### src/rtl/tcw_pkg.sv
// Shared types and constants for the text console writer.
// Holds the transaction payload structs, action codes and character constants.
// No dependencies.
package tcw_pkg;

  // Action codes carried in the input transaction.
  localparam logic [2:0] ACT_PUT       = 3'd0;
  localparam logic [2:0] ACT_NEWLINE   = 3'd1;
  localparam logic [2:0] ACT_BACKSPACE = 3'd2;
  localparam logic [2:0] ACT_CLEAR     = 3'd3;
  localparam logic [2:0] ACT_READ      = 3'd4;

  // Character and attribute constants.
  localparam logic [7:0] CHAR_NULL    = 8'd0;
  localparam logic [7:0] CHAR_NEWLINE = 8'd10;
  localparam logic [7:0] CHAR_BLANK   = 8'd32;
  localparam logic [7:0] ATTR_RESET   = 8'd15;

  // Input transaction payload.
  typedef struct packed {
    logic [2:0]  action;
    logic [7:0]  character;
    logic [10:0] cell_index;
  } tcw_in_t;

  // Result transaction payload.
  typedef struct packed {
    logic [10:0] cursor_cell;
    logic [7:0]  read_character;
    logic [7:0]  read_attribute;
  } tcw_out_t;

endpackage

### src/rtl/tcw_ctrl.sv
// Sequencer of the text console writer: cursor, attribute register and the
// shared address counter that walks the screen store for scroll and fill.
// Depends on tcw_pkg; drives the ports of tcw_screen_ram.
module tcw_ctrl
  import tcw_pkg::*;
#(
  parameter int COLUMNS = 80,
  parameter int ROWS    = 25
) (
  input  logic                              clk,
  input  logic                              rst_n,
  input  logic                              in_valid,
  output logic                              in_stall,
  input  tcw_in_t                           in_data,
  input  logic                              cfg_wr_en,
  input  logic [7:0]                        cfg_wr_data,
  output logic                              res_valid,
  input  logic                              res_take,
  output tcw_out_t                          res_data,
  output logic                              mem_wr_en,
  output logic [$clog2(COLUMNS*ROWS)-1:0]   mem_wr_addr,
  output logic [15:0]                       mem_wr_data,
  output logic [$clog2(COLUMNS*ROWS)-1:0]   mem_rd_addr,
  input  logic [15:0]                       mem_rd_data
);

  localparam int CELLS = COLUMNS * ROWS;
  localparam int AW    = $clog2(CELLS);
  localparam int CW    = $clog2(CELLS + COLUMNS + 1);
  localparam int COLW  = $clog2(COLUMNS);

  // Sequencer states.
  localparam logic [2:0] S_IDLE  = 3'd0;
  localparam logic [2:0] S_PUT   = 3'd1;
  localparam logic [2:0] S_COPY  = 3'd2;
  localparam logic [2:0] S_DRAIN = 3'd3;
  localparam logic [2:0] S_FILL  = 3'd4;
  localparam logic [2:0] S_READ  = 3'd5;
  localparam logic [2:0] S_RDATA = 3'd6;
  localparam logic [2:0] S_DONE  = 3'd7;

  logic [2:0]      state_r, state_nxt;
  logic [2:0]      ret_r, ret_nxt;
  logic [CW-1:0]   cursor_r, cursor_nxt;
  logic [COLW-1:0] col_r, col_nxt;
  logic [AW-1:0]   cnt_r, cnt_nxt;
  logic [AW-1:0]   wa_r, wa_nxt;
  logic            pv_r, pv_nxt;
  logic [7:0]      fill_attr_r, fill_attr_nxt;
  logic [7:0]      attr_r, attr_nxt;
  logic [7:0]      chr_r, chr_nxt;
  logic [10:0]     idx_r, idx_nxt;
  logic [7:0]      rch_r, rch_nxt;
  logic [7:0]      rattr_r, rattr_nxt;

  logic            accept;
  logic            past_end;
  logic [CW-1:0]   row_next;

  assign accept   = in_valid && (state_r == S_IDLE);
  assign in_stall = (state_r != S_IDLE);
  assign past_end = (cursor_r >= CW'(CELLS));
  assign row_next = cursor_r - CW'(col_r) + CW'(COLUMNS);

  // Sequencer and datapath next values.
  always_comb begin
    state_nxt     = state_r;
    ret_nxt       = ret_r;
    cursor_nxt    = cursor_r;
    col_nxt       = col_r;
    cnt_nxt       = cnt_r;
    wa_nxt        = wa_r;
    pv_nxt        = pv_r;
    fill_attr_nxt = fill_attr_r;
    attr_nxt      = cfg_wr_en ? cfg_wr_data : attr_r;
    chr_nxt       = chr_r;
    idx_nxt       = idx_r;
    rch_nxt       = rch_r;
    rattr_nxt     = rattr_r;
    mem_wr_en     = 1'b0;
    mem_wr_addr   = cnt_r;
    mem_wr_data   = {fill_attr_r, CHAR_BLANK};
    mem_rd_addr   = AW'(idx_r);
    res_valid     = 1'b0;

    unique case (state_r)
      S_IDLE: begin
        if (accept) begin
          chr_nxt   = in_data.character;
          idx_nxt   = in_data.cell_index;
          rch_nxt   = 8'd0;
          rattr_nxt = 8'd0;
          state_nxt = S_DONE;
          case (in_data.action)
            ACT_PUT: begin
              if (in_data.character != CHAR_NULL) begin
                if (past_end) begin
                  // Scroll first, then place the character.
                  cursor_nxt = cursor_r - CW'(COLUMNS);
                  cnt_nxt    = AW'(COLUMNS);
                  pv_nxt     = 1'b0;
                  ret_nxt    = S_PUT;
                  state_nxt  = S_COPY;
                end else begin
                  state_nxt = S_PUT;
                end
              end
            end
            ACT_NEWLINE: begin
              col_nxt = '0;
              if (row_next >= CW'(CELLS)) begin
                cursor_nxt = row_next - CW'(COLUMNS);
                cnt_nxt    = AW'(COLUMNS);
                pv_nxt     = 1'b0;
                ret_nxt    = S_DONE;
                state_nxt  = S_COPY;
              end else begin
                cursor_nxt = row_next;
              end
            end
            ACT_BACKSPACE: begin
              if (cursor_r != '0) begin
                cursor_nxt  = cursor_r - CW'(1);
                col_nxt     = (col_r == '0) ? COLW'(COLUMNS - 1) : col_r - COLW'(1);
                mem_wr_en   = 1'b1;
                mem_wr_addr = AW'(cursor_r - CW'(1));
                mem_wr_data = {attr_r, CHAR_BLANK};
              end
            end
            ACT_CLEAR: begin
              cursor_nxt    = '0;
              col_nxt       = '0;
              cnt_nxt       = '0;
              fill_attr_nxt = attr_r;
              ret_nxt       = S_DONE;
              state_nxt     = S_FILL;
            end
            ACT_READ: begin
              if (32'(in_data.cell_index) < CELLS) begin
                state_nxt = S_READ;
              end
            end
            default: begin
              state_nxt = S_DONE;
            end
          endcase
        end
      end

      // Place one character or take the newline, cursor is inside the screen.
      S_PUT: begin
        state_nxt = S_DONE;
        if (chr_r == CHAR_NEWLINE) begin
          cursor_nxt = row_next;
          col_nxt    = '0;
        end else begin
          mem_wr_en   = (cursor_r < CW'(CELLS));
          mem_wr_addr = AW'(cursor_r);
          mem_wr_data = {attr_r, chr_r};
          cursor_nxt  = cursor_r + CW'(1);
          col_nxt     = (col_r == COLW'(COLUMNS - 1)) ? '0 : col_r + COLW'(1);
        end
      end

      // Move each cell up one row: read ahead, write the previous read.
      S_COPY: begin
        mem_rd_addr = cnt_r;
        mem_wr_en   = pv_r;
        mem_wr_addr = wa_r;
        mem_wr_data = mem_rd_data;
        wa_nxt      = cnt_r - AW'(COLUMNS);
        pv_nxt      = 1'b1;
        if (cnt_r == AW'(CELLS - 1)) begin
          state_nxt = S_DRAIN;
        end else begin
          cnt_nxt = cnt_r + AW'(1);
        end
      end

      // Write the last copied cell, then blank the bottom row.
      S_DRAIN: begin
        mem_wr_en     = 1'b1;
        mem_wr_addr   = wa_r;
        mem_wr_data   = mem_rd_data;
        pv_nxt        = 1'b0;
        cnt_nxt       = AW'(CELLS - COLUMNS);
        fill_attr_nxt = attr_r;
        state_nxt     = S_FILL;
      end

      // Blank cells from the counter up to the last cell.
      S_FILL: begin
        mem_wr_en = 1'b1;
        if (cnt_r == AW'(CELLS - 1)) begin
          state_nxt = ret_r;
        end else begin
          cnt_nxt = cnt_r + AW'(1);
        end
      end

      S_READ: begin
        state_nxt = S_RDATA;
      end

      S_RDATA: begin
        rch_nxt   = mem_rd_data[7:0];
        rattr_nxt = mem_rd_data[15:8];
        state_nxt = S_DONE;
      end

      // Hand the result to the output register.
      S_DONE: begin
        res_valid = 1'b1;
        if (res_take) begin
          state_nxt = S_IDLE;
        end
      end

      default: begin
        state_nxt = S_IDLE;
      end
    endcase
  end

  // Control registers; reset starts the blanking pass over the store.
  always_ff @(posedge clk) begin
    if (!rst_n) begin
      state_r     <= S_FILL;
      ret_r       <= S_IDLE;
      cursor_r    <= '0;
      col_r       <= '0;
      cnt_r       <= '0;
      pv_r        <= 1'b0;
      fill_attr_r <= ATTR_RESET;
      attr_r      <= ATTR_RESET;
    end else begin
      state_r     <= state_nxt;
      ret_r       <= ret_nxt;
      cursor_r    <= cursor_nxt;
      col_r       <= col_nxt;
      cnt_r       <= cnt_nxt;
      pv_r        <= pv_nxt;
      fill_attr_r <= fill_attr_nxt;
      attr_r      <= attr_nxt;
    end
  end

  // Payload registers.
  always_ff @(posedge clk) begin
    wa_r    <= wa_nxt;
    chr_r   <= chr_nxt;
    idx_r   <= idx_nxt;
    rch_r   <= rch_nxt;
    rattr_r <= rattr_nxt;
  end

  assign res_data.cursor_cell    = 11'(cursor_r);
  assign res_data.read_character = rch_r;
  assign res_data.read_attribute = rattr_r;

endmodule

### config.mk
export PLATFORM = sky130hd
export DESIGN_NAME = tcw_ctrl
export DESIGN_NICKNAME = d
export VERILOG_FILES = /design/src/rtl/tcw_pkg.sv /design/src/rtl/tcw_ctrl.sv
export SDC_FILE = /design/constraint.sdc
export NUM_CORES = 1
export LEC_CHECK = 0
export BUFFER_PORTS_ARGS = -buffer_cell sky130_fd_sc_hd__buf_2
export CELL_PAD_IN_SITES_DETAIL_PLACEMENT = 1
export CELL_PAD_IN_SITES_GLOBAL_PLACEMENT = 1
export CORE_MARGIN = 4
export CORE_UTILIZATION = 28
export CTS_CLUSTER_DIAMETER = 30
export DETAILED_ROUTE_END_ITERATION = 10
export PLACE_DENSITY_LB_ADDON = 0.1
export SYNTH_ARGS = -nofsm -noshare
export SYNTH_HDL_FRONTEND = slang
export SYNTH_SLANG_ARGS = --single-unit
### constraint.sdc
create_clock -name clk -period 8.1 [get_ports clk]
set_input_delay 0.405 -clock clk [delete_from_list [all_inputs] [get_ports clk]]
set_output_delay 0.405 -clock clk [all_outputs]
set_load 0.05 [all_outputs]
==> out/qor.csv, run 1 <==
metric;value;unit
cts_sinks;98;
syn_area;7290;um^2
yosys_warnings;0;
grt_pass1_vias;7222;
final_cell_mix;buf_2, nand2_1, o21ai_0;
root_buffer;clkbuf_16;
cts_max_level;3;
via_per_inst;5.52;
fillCellCount;3075;
diodes;0;
worst_slew_pin_slew;0.997;ns
synthDistinctLibCells;87;
drt_iter0_markers;461;
clk_pin_slew;0.08;ns
synth-seq-cells;98;
post_cts_resized;0;
crit_arrival;3.88;ns
chipHeight;169;um
grt_setup_unrepaired;no;
outcome;finished, final reports clean;
setup-violations-final;0;
grt_remaining_overflow;0;
cp_top_family;simple AND/OR/NAND/NOR gates;
clock_latency;0.36;ns
cts_setup_buffers;0;
grt_first_pass_wirelength;42900;um
std_cell_rows;58;
p_leak;3.23;nW
async_flop_share;0;%
powerDensity;230;nW/um^2
required;7.70;ns
whs;0.220;ns
path_class;flip-flop to output port;
avgSynthCellArea;8.40;um^2
port-buffer-count;118;
antenna_left;0;
dr.pass1.iters;5;
slowest_delay;0.81;ns
mostFrequentLayoutCell;buf_2;
grt_max_degree;47;
numCtsBuffers;9;
start_kind;flip-flop;
cts_tree;yes;
vias;7092;
cap_violations;0;
synthFlopType;dfxtp_1;
routed_wirelength;27600;um
report.final.slew_viol_count;0;
drive_gt1_share;19.5;%
power.total;1.94;mW
hold_depth;1;
area_growth;15.5;%
antenna_found_initial;0;
nets;1040;
worst_setup_path_end_kind;output port;
synth_edf_count;46;
die_x;169;um
max_freq;233;MHz
wl_per_cell;21.5;um
route.detailed.drc;0;
core_area;25400;um^2
seq_area_frac_synth;33.2;%
hp-class;input port to flip-flop;
worst-path-buf-inv;2;
finalHoldViolCount;0;
max_slew_margin;33.4;%
start_util;28.7;%
timing.final.crit_share;52.9;%
dp_hpwl;20700;um
finClkSkew;0.00805;ns
syn_inst;868;
rr_worst_depth;15;
cts_buffer_depth;2;
fp.dieArea;28700;um^2
gp_congestion;0.821;
crit_path_max_fanout;22;
fin_crit;4.28;ns
vdd_drop_max;98.6;uV
path_cells;nor3_1, nand2_1, inv_1, nand3_1, o311ai_0, a22o_1, buf_2;
syn-num-nets;959;
ioPinCount;119;
ctsHoldBuffers;0;
setup_tns;0;ns
track_usage;18.9;%
path_depth;7;
cpMaxStageDelayCell;nand3_1;
-- stage by stage --
stage	std cells	instance area (um^2)	utilization, %	setup WS [ns]
global placement	1268	8110	31.9	3.96
floorplan	868	7290	-	4.50
detailed placement	1268	8110	31.9	3.81
CTS	1284	8420	33.1	3.73
global route	1284	8420	33.1	3.41
finish	1284	8420	33.1	3.82
-- area by class of cell --
type	count	area [um^2]	share of cell area (%)
Multi-Input combinational cell	669	4430	52.7
Sequential cell	98	2420	28.8
Timing Repair Buffer	131	688	8.17
Tap cell	330	413	4.90
Clock buffer	9	225	2.67
Inverter	40	150	1.78
Clock inverter	7	86.3	1.03
-- metal layers --
metal	share of wire (%)	vias up	global-route usage (%)
li1	-	3388	-
met1	50	3504	27.7
met2	44	181	29.7
met3	5.0	19	2.94
met4	1.1	0	3.78
met5	0	-	0
-- cells in the mapped netlist, types with 8 or more instances --
library cell	count	area share [%]
a221oi_1	9	1.1
and2_1	20	1.7
nor2b_1	10	0.86
ha_1	39	6.7
o22ai_1	8	0.69
nor3_1	30	2.1
nand4_1	10	0.86
nor2_1	66	3.4
mux2i_1	20	2.7
a211oi_1	8	0.82
clkbuf_1	43	2.2
nand2_1	90	4.6
o21a_1	9	0.93
a31oi_1	10	0.86
a21oi_1	46	3.2
nand3_1	25	1.7
edfxtp_1	46	19
xnor2_1	24	2.9
dfxtp_1	52	14
buf_4	11	1.1
mux2_2	12	1.9
a22oi_1	18	1.9
o21ai_0	75	5.1
inv_1	37	1.9
-- state kept, by name, indices dropped and copies added (netlist names), 7 cells and up --
| register | flops |
|---|---|
| idx_r | 11 |
| cursor_r | 12 |
| rattr_r | 8 |
| chr_r | 8 |
| rch_r | 8 |
| cnt_r | 11 |
| wa_r | 11 |
| fill_attr_r | 8 |
| col_r | 7 |
| attr_r | 8 |
-- worst register-to-register path: cells and delay by family (launching register included) --
kind	cells	cell delay, ns
xor+xnor	1	0.27
fa+ha+maj	3	1.00
flops	1	0.49
compound gates	5	1.49
simple gates	3	0.44
buf+inv	3	0.48
-- power breakdown --
part	switching (mW)	leakage [nW]	total [mW]	internal [mW]
Sequential	0.0510	0.841	0.630	0.579
Clock	0.227	0.149	0.473	0.246
Combinational	0.590	2.24	0.835	0.245
Total	0.868	3.23	1.94	1.07
-- cell families after synthesis --
| family | synth area share [%] |
|---|---|
| muxes | 4.60 |
| AOI/OAI and AO/OA | 25.9 |
| and+or+nand+nor | 19.5 |
| xor gates and xnor gates | 3.71 |
| DFF | 33.2 |
| buffers and inverters | 6.13 |
| adders and majority gates | 6.97 |
-- path summary, 6_finish.rpt --
kind | startpoint | to | slack [ns]
max | state_r[2]$_SDFFE_PN1P_ | mem_wr_addr[6] | 3.82
min | in_data[3] | idx_r[3]$_DFFE_PP_ | 0.22
max reg2reg | cursor_r[4]$_SDFFE_PN0P_ | cnt_r[9]$_SDFFE_PN0P_ | 3.85
min reg2reg | ret_r[0]$_SDFFE_PN0P_ | ret_r[0]$_SDFFE_PN0P_ | 0.48
No activity file was read; power rests on OpenSTA's default activity.
==> run 2: changes to the inputs <==
clock period = 4.3 ns   (was 8.1 ns; I/O delays follow)
==> run 2 against run 1 <==
Net effect:
- worst hold slack lost 0.19 ns
- first-iteration DRC count grew 22%
- clock power rose by 89%
- count of clock-buffer cells in the layout is the same
- non-clock buffer count grew 24
- register-to-register slack worse by 3.6 ns
- sequential share of layout area is 0.62 points lower
- via count grew 1.0%
==> out/qor.csv, run 2 (same netlist as run 1, synthesis figures left out) <==
metric;value;unit
power.total;3.71;mW
power_switching;1.65;mW
crit_path_max_fanout;10;
cap_violations;0;
dr.pass1.iters;5;
gp_congestion;0.807;
antenna_left;0;
vdd_drop_max;163;uV
ioPinCount;119;
mostFrequentLayoutCell;buf_2;
clock_latency;0.37;ns
hp-class;input port to flip-flop;
worst_slew_pin_slew;0.802;ns
grt_first_pass_wirelength;43000;um
slowest_delay;0.65;ns
cts_max_level;3;
cp_common_cell;ha_1;
final_cell_mix;buf_2, nand2_1, o21ai_0;
core_area;25400;um^2
finClkSkew;0.00910;ns
die_x;169;um
regMostFlops;cursor_r;
p_clk_share;24.1;%
antenna_found_initial;1;
dp_hpwl;21100;um
hold_depth;1;
pwr-share-comb;44.3;%
intPower;2.05;mW
timing.final.crit_share;93.1;%
clk_pin_slew;0.08;ns
via_per_inst;5.48;
grt_setup_unrepaired;no;
vias;7164;
port-buffer-count;118;
finalHoldViolCount;0;
route.detailed.drc;0;
max_freq;250;MHz
path_cells;clkinv_1, ha_1, inv_1, ha_1, nor2_1, nor2_1, xnor2_1, inv_1, ha_1, nand2_1, o41ai_2, o2111a_2, a311oi_4, a211oi_1, o221a_2;
root_buffer;clkbuf_16;
setup_tns;0;ns
grt_remaining_overflow;0;
setup-violations-final;0;
grt_max_degree;32;
required;4.56;ns
crit_arrival;4.27;ns
start_util;28.7;%
cpMaxStageDelayCell;a311oi_4;
rr_worst_depth;15;
fin_crit;4.00;ns
whs;0.0289;ns
track_usage;19.0;%
cts_sinks;98;
chipHeight;169;um
worst_setup_path_end_kind;flip-flop;
p_leak;3.35;nW
final_util;33.9;%
largest_register_ffs;12;
fp.dieArea;28700;um^2
wl_per_cell;21.3;um
report.final.slew_viol_count;0;
cts_tree;yes;
ctsHoldBuffers;0;
drive_gt1_share;21.6;%
diodes;0;
numCtsBuffers;9;
path_class;flip-flop to flip-flop;
outcome;finished, final reports clean;
max_slew_margin;46.0;%
std_cell_rows;58;
drt_iter0_markers;563;
cts_buffer_depth;2;
switching_share;44.6;%
seq_power_share;31.6;%
nets;1064;
start_kind;flip-flop;
grt_pass1_vias;7192;
area_growth;18.0;%
routed_wirelength;27900;um
powerDensity;431;nW/um^2
-- run 2: changes by cell type in the layout (fill, tap and decap cells not counted) --
cell,before,now
o41ai_1,1,0
buf_4,13,37
a21oi_4,0,1
a21oi_2,1,0
o31ai_4,2,1
o41ai_2,0,1
o31ai_2,0,1
-- run 2: final timing paths --
path | from | end | slack (ns)
worst min-delay path | in_data[3] | idx_r[3]$_DFFE_PP_ | 0.03
worst max register to register | cursor_r[4]$_SDFFE_PN0P_ | cnt_r[9]$_SDFFE_PN0P_ | 0.30
worst max-delay path | cursor_r[4]$_SDFFE_PN0P_ | cnt_r[9]$_SDFFE_PN0P_ | 0.30
worst min register to register | ret_r[0]$_SDFFE_PN0P_ | ret_r[0]$_SDFFE_PN0P_ | 0.47
-- run 2: power groups by stage --
stage                     logic [mW]  clock network (mW)  registers, mW
after global placement          1.62                   0           1.19
after global routing            1.79               0.954           1.18
final                           1.64               0.893           1.17
after detailed placement        1.62                   0           1.20
after CTS                       1.63               0.922           1.17
after floorplan                 1.07                   0           1.25
-- run 2: worst max-delay path: cells and delay by family, from the launching register on --
family | cells | cell delay, ns
xor+xnor | 1 | 0.31
compound gates | 5 | 1.41
buf+inv | 3 | 0.33
simple gates | 3 | 0.48
flops | 1 | 0.48
fa+ha+maj | 3 | 0.88
-- run 2: final cells by class --
type                       count  area [um^2]
clock buffer                   9          225
clock inverter                 7         86.3
fill                        3064        16800
inverter                      40          150
multi-input combinational    669         4440
sequential                    98         2420
tap                          330          413
timing repair buffer         155          868
-- run 2: per-stage QoR --
| stage | setup WS [ns] | cells | cell area (um^2) |
|---|---|---|---|
| 2_1_floorplan | 0.700 | 868 | 7290 |
| 3_3_place_gp | 0.442 | 1290 | 8260 |
| 3_5_place_dp | 0.238 | 1290 | 8260 |
| 4_1_cts | 0.185 | 1306 | 8580 |
| 5_1_grt | 0.0627 | 1308 | 8610 |
| 6_report | 0.296 | 1308 | 8610 |
-- run 2: routing by layer --
metal,wire (um),vias to the layer above,track usage (%)
met3,1410,22,2.63
met5,13,-,0
met2,12700,175,30.8
li1,-,3448,-
met1,13500,3517,27.2
met4,252,2,3.61
-- run 2: repair_timing --
action                     CTS  global route
setup endpoints to repair    0             5
setup buffers                0             2
gates resized for setup      0             2
